==> src/rtl/conv2d_3x3_valid_stream_core_assert.svh <==
// Assertion macros shared by the convolution core files.
`ifndef CONV2D_3X3_VALID_STREAM_CORE_ASSERT_SVH
`define CONV2D_3X3_VALID_STREAM_CORE_ASSERT_SVH

// The consequent must hold in the same cycle as the antecedent.
`define C2D_ASSERT_IMP(lbl, clk, rstn, ante, cons) \
  lbl: assert property (@(posedge clk) disable iff (!rstn) (ante) |-> (cons)) \
    else $error("assertion failed");

// The consequent must hold in the cycle after the antecedent.
`define C2D_ASSERT_NEXT(lbl, clk, rstn, ante, cons) \
  lbl: assert property (@(posedge clk) disable iff (!rstn) (ante) |=> (cons)) \
    else $error("assertion failed");

`endif

==> src/rtl/c2d_pkg.sv <==
package c2d_pkg;

  localparam int unsigned MaxWidth   = 2048;
  localparam int unsigned MaxHeight  = 4096;
  localparam int unsigned PixelBits  = 16;
  localparam int unsigned CoefBits   = 16;
  localparam int unsigned CoefSlot   = 16;
  localparam int unsigned KSize      = 3;
  localparam int unsigned Taps       = KSize * KSize;
  localparam int unsigned WinCols    = 2 * KSize;
  localparam int unsigned ColBits    = $clog2(MaxWidth);
  localparam int unsigned RowBits    = $clog2(MaxHeight);
  localparam int unsigned WidthBits  = 12;
  localparam int unsigned HeightBits = 13;
  localparam int unsigned CoefRowBits = 48;
  localparam int unsigned LineBits   = 2 * PixelBits;
  localparam int unsigned ProdBits   = PixelBits + CoefBits;
  localparam int unsigned PartBits   = ProdBits + 2;
  localparam int unsigned SumBits    = 35;
  localparam int unsigned AddrBits   = 6;
  localparam int unsigned DataBits   = 64;
  localparam int unsigned RegSelLsb  = 3;

  typedef enum logic [2:0] {
    RegWidth   = 3'd0,
    RegHeight  = 3'd1,
    RegCoefTop = 3'd2,
    RegCoefMid = 3'd3,
    RegCoefBot = 3'd4
  } c2d_reg_e;

  typedef struct packed {
    logic [WidthBits-1:0]             width;
    logic [HeightBits-1:0]            height;
    logic [Taps-1:0][CoefBits-1:0]    coef;
  } c2d_cfg_t;

  typedef struct packed {
    logic                             vld;
    logic                             full;
    logic                             row_end;
    logic                             image_end;
    logic [Taps-1:0][PixelBits-1:0]   tap;
  } c2d_win_t;

endpackage

==> src/rtl/c2d_cfg.sv <==
module c2d_cfg (
  input  logic                             clk_i,
  input  logic                             rst_ni,
  input  logic                             psel,
  input  logic                             penable,
  input  logic                             pwrite,
  input  logic [c2d_pkg::AddrBits-1:0]     paddr,
  input  logic [c2d_pkg::DataBits-1:0]     pwdata,
  output logic [c2d_pkg::DataBits-1:0]     prdata,
  output logic                             pready,
  output c2d_pkg::c2d_cfg_t                cfg_o
);

  logic [c2d_pkg::WidthBits-1:0]   width_q, width_d;
  logic [c2d_pkg::HeightBits-1:0]  height_q, height_d;
  logic [c2d_pkg::CoefRowBits-1:0] coef_q [c2d_pkg::KSize];
  logic [c2d_pkg::CoefRowBits-1:0] coef_d [c2d_pkg::KSize];
  c2d_pkg::c2d_reg_e               sel;
  logic                            wr;

  assign pready = 1'b1;
  assign sel    = c2d_pkg::c2d_reg_e'(paddr[c2d_pkg::AddrBits-1:c2d_pkg::RegSelLsb]);
  assign wr     = psel && penable && pwrite && pready;

  always_comb begin
    width_d  = width_q;
    height_d = height_q;
    coef_d   = coef_q;
    if (wr) begin
      case (sel)
        c2d_pkg::RegWidth:   width_d   = pwdata[c2d_pkg::WidthBits-1:0];
        c2d_pkg::RegHeight:  height_d  = pwdata[c2d_pkg::HeightBits-1:0];
        c2d_pkg::RegCoefTop: coef_d[0] = pwdata[c2d_pkg::CoefRowBits-1:0];
        c2d_pkg::RegCoefMid: coef_d[1] = pwdata[c2d_pkg::CoefRowBits-1:0];
        c2d_pkg::RegCoefBot: coef_d[2] = pwdata[c2d_pkg::CoefRowBits-1:0];
        default: ;
      endcase
    end
  end

  always_ff @(posedge clk_i or negedge rst_ni) begin
    if (!rst_ni) begin
      width_q  <= c2d_pkg::WidthBits'(c2d_pkg::MaxWidth);
      height_q <= c2d_pkg::HeightBits'(c2d_pkg::MaxHeight);
      for (int i = 0; i < c2d_pkg::KSize; i++) begin
        coef_q[i] <= '0;
      end
    end else begin
      width_q  <= width_d;
      height_q <= height_d;
      coef_q   <= coef_d;
    end
  end

  always_comb begin
    case (sel)
      c2d_pkg::RegWidth:   prdata = c2d_pkg::DataBits'(width_q);
      c2d_pkg::RegHeight:  prdata = c2d_pkg::DataBits'(height_q);
      c2d_pkg::RegCoefTop: prdata = c2d_pkg::DataBits'(coef_q[0]);
      c2d_pkg::RegCoefMid: prdata = c2d_pkg::DataBits'(coef_q[1]);
      c2d_pkg::RegCoefBot: prdata = c2d_pkg::DataBits'(coef_q[2]);
      default:             prdata = '0;
    endcase
  end

  always_comb begin
    if (width_q < c2d_pkg::WidthBits'(c2d_pkg::KSize)) begin
      cfg_o.width = c2d_pkg::WidthBits'(c2d_pkg::KSize);
    end else if (width_q > c2d_pkg::WidthBits'(c2d_pkg::MaxWidth)) begin
      cfg_o.width = c2d_pkg::WidthBits'(c2d_pkg::MaxWidth);
    end else begin
      cfg_o.width = width_q;
    end
    if (height_q < c2d_pkg::HeightBits'(c2d_pkg::KSize)) begin
      cfg_o.height = c2d_pkg::HeightBits'(c2d_pkg::KSize);
    end else if (height_q > c2d_pkg::HeightBits'(c2d_pkg::MaxHeight)) begin
      cfg_o.height = c2d_pkg::HeightBits'(c2d_pkg::MaxHeight);
    end else begin
      cfg_o.height = height_q;
    end
    for (int ki = 0; ki < c2d_pkg::KSize; ki++) begin
      for (int kj = 0; kj < c2d_pkg::KSize; kj++) begin
        cfg_o.coef[ki*c2d_pkg::KSize+kj] =
          coef_q[ki][kj*c2d_pkg::CoefSlot +: c2d_pkg::CoefBits];
      end
    end
  end

endmodule

==> config.mk <==
export PLATFORM = sky130hd
export DESIGN_NAME = c2d_cfg
export DESIGN_NICKNAME = d
export VERILOG_FILES = /design/src/rtl/conv2d_3x3_valid_stream_core_assert.svh /design/src/rtl/c2d_pkg.sv /design/src/rtl/c2d_cfg.sv
export SDC_FILE = /design/constraint.sdc
export NUM_CORES = 1
export LEC_CHECK = 0
export BUFFER_PORTS_ARGS = -buffer_cell sky130_fd_sc_hd__buf_2
export CORE_MARGIN = 8
export CORE_UTILIZATION = 40
export DETAILED_ROUTE_END_ITERATION = 10
export GPL_ROUTABILITY_DRIVEN = 1
export PLACE_DENSITY = 0.73
export SLEW_MARGIN = 0
export SYNTH_ARGS = -nofsm -noshare
export SYNTH_HDL_FRONTEND = slang
export SYNTH_SLANG_ARGS = --single-unit
==> constraint.sdc <==
create_clock -name clk_i -period 1.1 [get_ports clk_i]
set_input_delay 0.11 -clock clk_i [delete_from_list [all_inputs] [get_ports clk_i]]
set_output_delay 0.11 -clock clk_i [all_outputs]
set_load 0.05 [all_outputs]
==> results of run 1 <==
-- sequential cells by signal, summed over array words and instances (netlist names) --
register  cells
cfg_o       144
height_q     13
width_q      12
-- layout by cell type, fill, tap and decap left out, drive strengths merged, types with 3 or more instances in the layout --
cell	synthesis	layout
nor2b	21	21
o21a	10	10
bufinv	0	4
dlygate4sd3	0	46
mux2	169	169
inv	5	11
mux2i	25	25
clkbuf	17	21
a22oi	36	36
nor2	3	3
buf	46	465
o2bb2ai	44	44
nor4	3	3
a21oi	4	4
o21ai	12	12
conb	2	17
dfrtp	167	167
-- layout make-up --
| type | count | area [sq um] |
|---|---|---|
| Timing Repair Buffer | 514 | 5940 |
| Multi-Input combinational cell | 362 | 4830 |
| Sequential cell | 169 | 4400 |
| Fill cell | 902 | 3370 |
| Clock buffer | 18 | 429 |
| Tap cell | 265 | 332 |
| Clock inverter | 14 | 208 |
| Inverter | 5 | 18.8 |
| Antenna cell | 2 | 5.00 |
-- routing by layer --
metal	part of all wire (%)	routed length [um]	up-vias	global-route usage (%)
li1	-	-	3105	-
met1	36	12800	3789	29.2
met2	54	19300	322	50.4
met3	5.6	2020	104	5.70
met4	4.6	1650	0	15.3
met5	0	0	-	0
-- power breakdown --
group,switching [W],internal [W]
combinational,0.00893,0.00757
sequential,0.00143,0.00763
clock,0.00280,0.00387
total,0.0132,0.0191
-- logic make-up (layout without fill, tap and decap cells) --
logic type	Yosys count	in the layout	synth area share [%]
AO/OA/AOI/OAI	112	112	10.8
AND/OR/NAND/NOR	39	39	3.25
flip-flops	169	169	53.1
buffers and inverters	68	551	4.79
multiplexers	194	194	28.0
other	2	19	0.0943
-- Yosys cell counts --
library cell  number  area [sq um]
dfrtp_1          167          4180
nor3_1             2          10.0
nor3b_2            2          25.0
conb_1             2          7.51
nor4_1             3          18.8
nor2_1             3          11.3
mux2i_1           25           250
buf_4             21           158
dfstp_2            2          52.6
nand2b_1           1          6.26
nand3_1            2          10.0
buf_6              3          33.8
a21oi_1            4          20.0
buf_1              2          7.51
mux2_1             4          45.0
nor2b_1           21           131
o21ai_0           12          60.1
o2bb2ai_1         44           385
o31ai_1            2          15.0
nand4b_4           1          23.8
nand4_1            1          6.26
buf_2             20           100
clkbuf_1          17          63.8
a211o_1            2          17.5
or3_1              2          12.5
mux2_2           145          1630
o32ai_1            1          8.76
a22oi_1           36           270
nand2_1            1          3.75
inv_1              5          18.8
o22ai_1            1          6.26
o21a_1            10          75.1
mux2_4            20           300
-- how the worst max path moves through the flow --
stage / cells past startpoint / slack, ns / to / startpoint
4_1_cts: 6 / -0.69 / cfg_o[144] / height_q[7]$_DFFE_PN0P_
3_5_place_dp: 6 / -0.42 / cfg_o[5]$_DFFE_PN0P_ / paddr[5]
2_1_floorplan: 3 / -0.22 / cfg_o[157] / width_q[6]$_DFFE_PN0P_
3_3_place_gp: 6 / -0.41 / prdata[11] / paddr[5]
5_1_grt: 5 / -0.75 / cfg_o[157] / width_q[7]$_DFFE_PN0P_
6_report: 5 / -0.69 / cfg_o[158] / width_q[7]$_DFFE_PN0P_
-- critical path, stage by stage (launching register included) --
cell	delay, ns
dfrtp_1	0.39
nor4_2	0.30
buf_4	0.17
nand3_4	0.08
a21oi_4	0.15
buf_6	0.17
-- per-stage QoR --
step	worst slack, ns	hold WS, ns
2_1_floorplan	-0.216	-0.186
3_3_place_gp	-0.411	0.0126
3_5_place_dp	-0.420	0.0115
4_1_cts	-0.687	0.00267
5_1_grt	-0.755	0.0250
6_report	-0.689	0.0227
-- repair_timing --
| item | CTS | global route |
|---|---|---|
| pin swaps | 45 | 25 |
| hold buffers | 46 | 0 |
| setup endpoints to repair | 217 | 239 |
| gates resized for setup | 637 | 151 |
| cloned | 1 | 3 |
| hold endpoints to repair | 320 | 0 |
| setup buffers | 71 | 70 |
==> results.ini, run 1 <==
[status]
status=finished with violations
failed_checks=negative setup slack

[hold_path]
min_path_cells=2
hp-start=pwdata[9]
hold_class=in2reg
holdPathEnd=cfg_o[9]$_DFFE_PN0P_

[route]
drc=0
via_per_inst=5.43
drt_iter0_markers=268
wire_per_inst_um=26.5
dr_total_vias=7320
postRouteAntennaNets=0
drtPass1Iterations=4
route.final.wire_length_mm=35.8

[floorplanning]
num_rows=51
die_x_um=157
start_util_pct=40.8
io_pins=309
core_area_sq_um=19500
dieArea_sq_um=24700
dieHeight_um=157

[timing]
min_period_over_period_pct=163
skew_ns=0
rsz0062_at_grt=true
hold_viol=0
fin_tns_setup_ns=-44.67
finalWorstSetupSlack_ns=-0.689
slew_violations=0
fmax_mhz=559
setup_violations=218
period_needed_ns=1.79

[clock_tree]
cts_buffers=17
clk_pin_slew_ns=0.07
clock-sinks=169
cts_root_buffer=clkbuf_16
cts_tree=yes
clkLatencyLatePin_ns=0.42
clock_tree.buffer_depth=2
cts-htree-levels=4

[global_route]
grt_pass1_vias=8333
grt_usage_pct=27.6
antenna_found_initial=0
grt_pass1_wl_mm=51.3
grt_max_degree=50
grt_overflow=0

[placed_design]
port_buffers=272
hpwl_mm=19.5
dpl_cell_area_sq_um=11800
dpl.cell_count=1176
finalWeightedCongestion=0.815

[final_layout]
fin_area_sq_um=16200
fin_nets=1144
drive_above_1_share_pct=86.1
stdcell_count=1349
syn_to_final_growth_pct=103
final_util_pct=82.7

[critical_path]
r2r_slack_ns=-0.02
r2r-start=width_q[11]$_DFFE_PN1P_
ff2ff_path_depth=4
cp_data_arrival_time_ns=1.68
cp.required_ns=0.99
critPathMaxFanout=2
r2r_end=width_q[11]$_DFFE_PN1P_
critPathCaptureType=output pin
critPathKind=reg2out
cp-start-kind=register

[power]
p_total_w=0.0322
vdd_drop_max_uv=1260
power_density_nw_per_um2=2000
leakagePower_nw=7.15

[yosys]
synth_cell_types=33
syn_area_per_cell_sq_um=13.6
syn-instance-count=584
synth_seq_area_share_pct=53.1
synth_warnings=0
synth-seq-cells=169
syn-cell-area_sq_um=7970

[job]
max_cap_viol_count=0

Power figures use the tool's default switching activity.
==> run 2: changes to the inputs <==
- SETUP_SLACK_MARGIN: unset -> 0.3
- SKIP_CTS_REPAIR_TIMING: unset -> 1
==> run 2 against run 1 <==
The flow still finishes with violations (negative setup slack). Sequential share of layout area up 0.78 points. Wire length rose by 0.62%. Sequential cell count unchanged. Die area stayed put. Clock skew unchanged. Cell count fell by 3.8%. Critical path depth decreased by 1. Clock-buffer cell count increased by 1. Clock power fell by 6.4%. Utilization decreased by 2.3 points. Via count decreased by 2.5%. Design area down 2.8%. Critical path type unchanged. Critical endpoint unchanged. Highest routed layer unchanged.
==> results.ini, run 2 (synthesis gave the netlist of run 1 again) <==
[status]
status=finished with violations
failed_checks=negative setup slack

[route]
postRouteAntennaNets=0  ; unchanged
dr_total_vias=7139  ; -2.5%
drc=0  ; unchanged
drt_iter0_markers=361  ; +35%
route.final.wire_length_mm=36.0  ; +0.62%
wire_per_inst_um=27.8  ; +4.6%
via_per_inst=5.50  ; +1.4%
drtPass1Iterations=4  ; unchanged

[power]
vdd_drop_max_uv=1170  ; -7.3%
leakagePower_nw=6.94  ; -2.9%
seqPwrFrac_pct=30.6  ; +2.5 points
p_sw_w=0.0127  ; -3.2%
switching_share_pct=42.0  ; +1.2 points
power_frac_comb_pct=48.8  ; -2.4 points
clockPowerShare_pct=20.6  ; about the same
intPower_w=0.0176  ; -7.8%
power_density_nw_per_um2=1930  ; -3.2%

[critical_path]
ff2ff_path_depth=4  ; unchanged
critPathMaxFanout=2  ; unchanged
critPathKind=reg2out
cp-start-kind=register
cp_data_arrival_time_ns=1.70  ; +0.02 ns
cp.required_ns=0.99  ; about the same
critPathCaptureType=output pin

[timing]
setup_violations=265  ; +22%
fmax_mhz=551  ; -1.4%
period_needed_ns=1.81  ; +0.0251 ns
rsz0062_at_grt=true
holdWs_ns=0.0248  ; +0.00213 ns
skew_ns=0  ; unchanged
hold_viol=0  ; unchanged
slew_violations=0  ; unchanged
min_period_over_period_pct=165  ; +2.3 points
finalWorstSetupSlack_ns=-0.714  ; -0.0251 ns

[clock_tree]
clk_pin_slew_ns=0.07  ; about the same
cts-htree-levels=4  ; unchanged
clock-sinks=169  ; unchanged
cts_root_buffer=clkbuf_16
clkLatencyLatePin_ns=0.41  ; about the same
clock_tree.buffer_depth=2  ; unchanged
cts_buffers=17  ; unchanged
cts_tree=yes

[floorplanning]
io_pins=309  ; unchanged
num_rows=51  ; unchanged
die_x_um=157  ; unchanged
core_area_sq_um=19500  ; unchanged
dieArea_sq_um=24700  ; unchanged
start_util_pct=40.8  ; unchanged
dieHeight_um=157  ; unchanged

[global_route]
grt_overflow=0  ; unchanged
grt_usage_pct=21.2  ; -6.4 points
grt_pass1_vias=6953  ; -17%
grt_pass1_wl_mm=40.5  ; -21%
grt_max_degree=34  ; -32%
antenna_found_initial=0  ; unchanged

[placed_design]
port_buffers=272  ; unchanged
hpwl_mm=19.7  ; +1.3%
finalWeightedCongestion=0.847  ; +3.9%
dpl_cell_area_sq_um=11700  ; -0.44%

[hold_path]
min_path_cells=2  ; unchanged
hold_class=in2reg

[final_layout]
largest_reg_flops=144  ; unchanged
fin_area_sq_um=15700  ; -2.8%
final_common_cell=buf_6
fin_nets=1095  ; -4.3%
syn_to_final_growth_pct=97.1
drive_above_1_share_pct=85.4  ; -0.75 points
num_antenna_cells=0  ; -2
final_cell_mix=buf_6, dfrtp_2, mux2_4, buf_8, mux2_2

[job]
max_cap_viol_count=0  ; unchanged

## run 2: cell types whose count changed in the layout (fill, tap and decap cells not counted), moves of 12 or more
| cell | previous run | this run |
|---|---|---|
| mux2_2 | 93 | 50 |
| mux2_4 | 76 | 119 |
| buf_8 | 89 | 51 |
| buf_4 | 64 | 43 |
| buf_6 | 214 | 231 |
| buf_12 | 44 | 32 |
## run 2: final timing paths
kind	startpoint	end	slack, ns
min reg2reg	cfg_o[48]$_DFFE_PN0P_	cfg_o[48]$_DFFE_PN0P_	0.55
max in group asynchronous	rst_ni	cfg_o[93]$_DFFE_PN0P_	0.38
max	width_q[9]$_DFFE_PN0P_	cfg_o[158]	-0.71
max reg2reg	width_q[6]$_DFFE_PN0P_	width_q[6]$_DFFE_PN0P_	-0.02
min	pwdata[11]	width_q[11]$_DFFE_PN1P_	0.02
min in group asynchronous	rst_ni	cfg_o[106]$_DFFE_PN0P_	0.16
## run 2: area by class of cell
class,instances,area (sq um)
Clock inverter,13,156
Fill cell,952,3820
Clock buffer,19,443
Timing Repair Buffer,464,5370
Tap cell,265,332
Sequential cell,169,4400
Inverter,5,18.8
Multi-Input combinational cell,363,4980
## run 2: metrics by stage
stage | util, % | setup TNS (ns) | worst slack, ns | std cells | power [W]
after floorplan | - | -19.91 | -0.216 | 599 | 0.0170
after global placement | 60.0 | -77.74 | -0.453 | 1164 | 0.0199
after detailed placement | 60.0 | -80.85 | -0.457 | 1164 | 0.0201
after CTS | 63.1 | -55.55 | -0.840 | 1196 | 0.0262
after global routing | 80.4 | -49.88 | -0.898 | 1298 | 0.0312
final | 80.4 | -40.99 | -0.714 | 1298 | 0.0303
## run 2: power by group through the flow
| stage | logic (W) | clock network [W] | registers [W] |
|---|---|---|---|
| after global placement | 0.0110 | 0 | 0.00887 |
| final | 0.0148 | 0.00625 | 0.00927 |
| after floorplan | 0.00449 | 0 | 0.0125 |
| after CTS | 0.0112 | 0.00623 | 0.00882 |
| after detailed placement | 0.0112 | 0 | 0.00890 |
| after global routing | 0.0153 | 0.00653 | 0.00938 |
## run 2: worst max-delay path, stage by stage, from the launching register on
cell and delay [ns]:
dfrtp_1 0.39, nor3_1 0.37, nand3_2 0.19, a21oi_4 0.16
buf_6 0.17
## run 2: layer usage
| metal | wire, um | track usage, % |
|---|---|---|
| met1 | 13800 | 26.2 |
| met2 | 18400 | 36.5 |
| met3 | 2700 | 6.20 |
| met4 | 1070 | 4.26 |
| met5 | 0 | 0 |
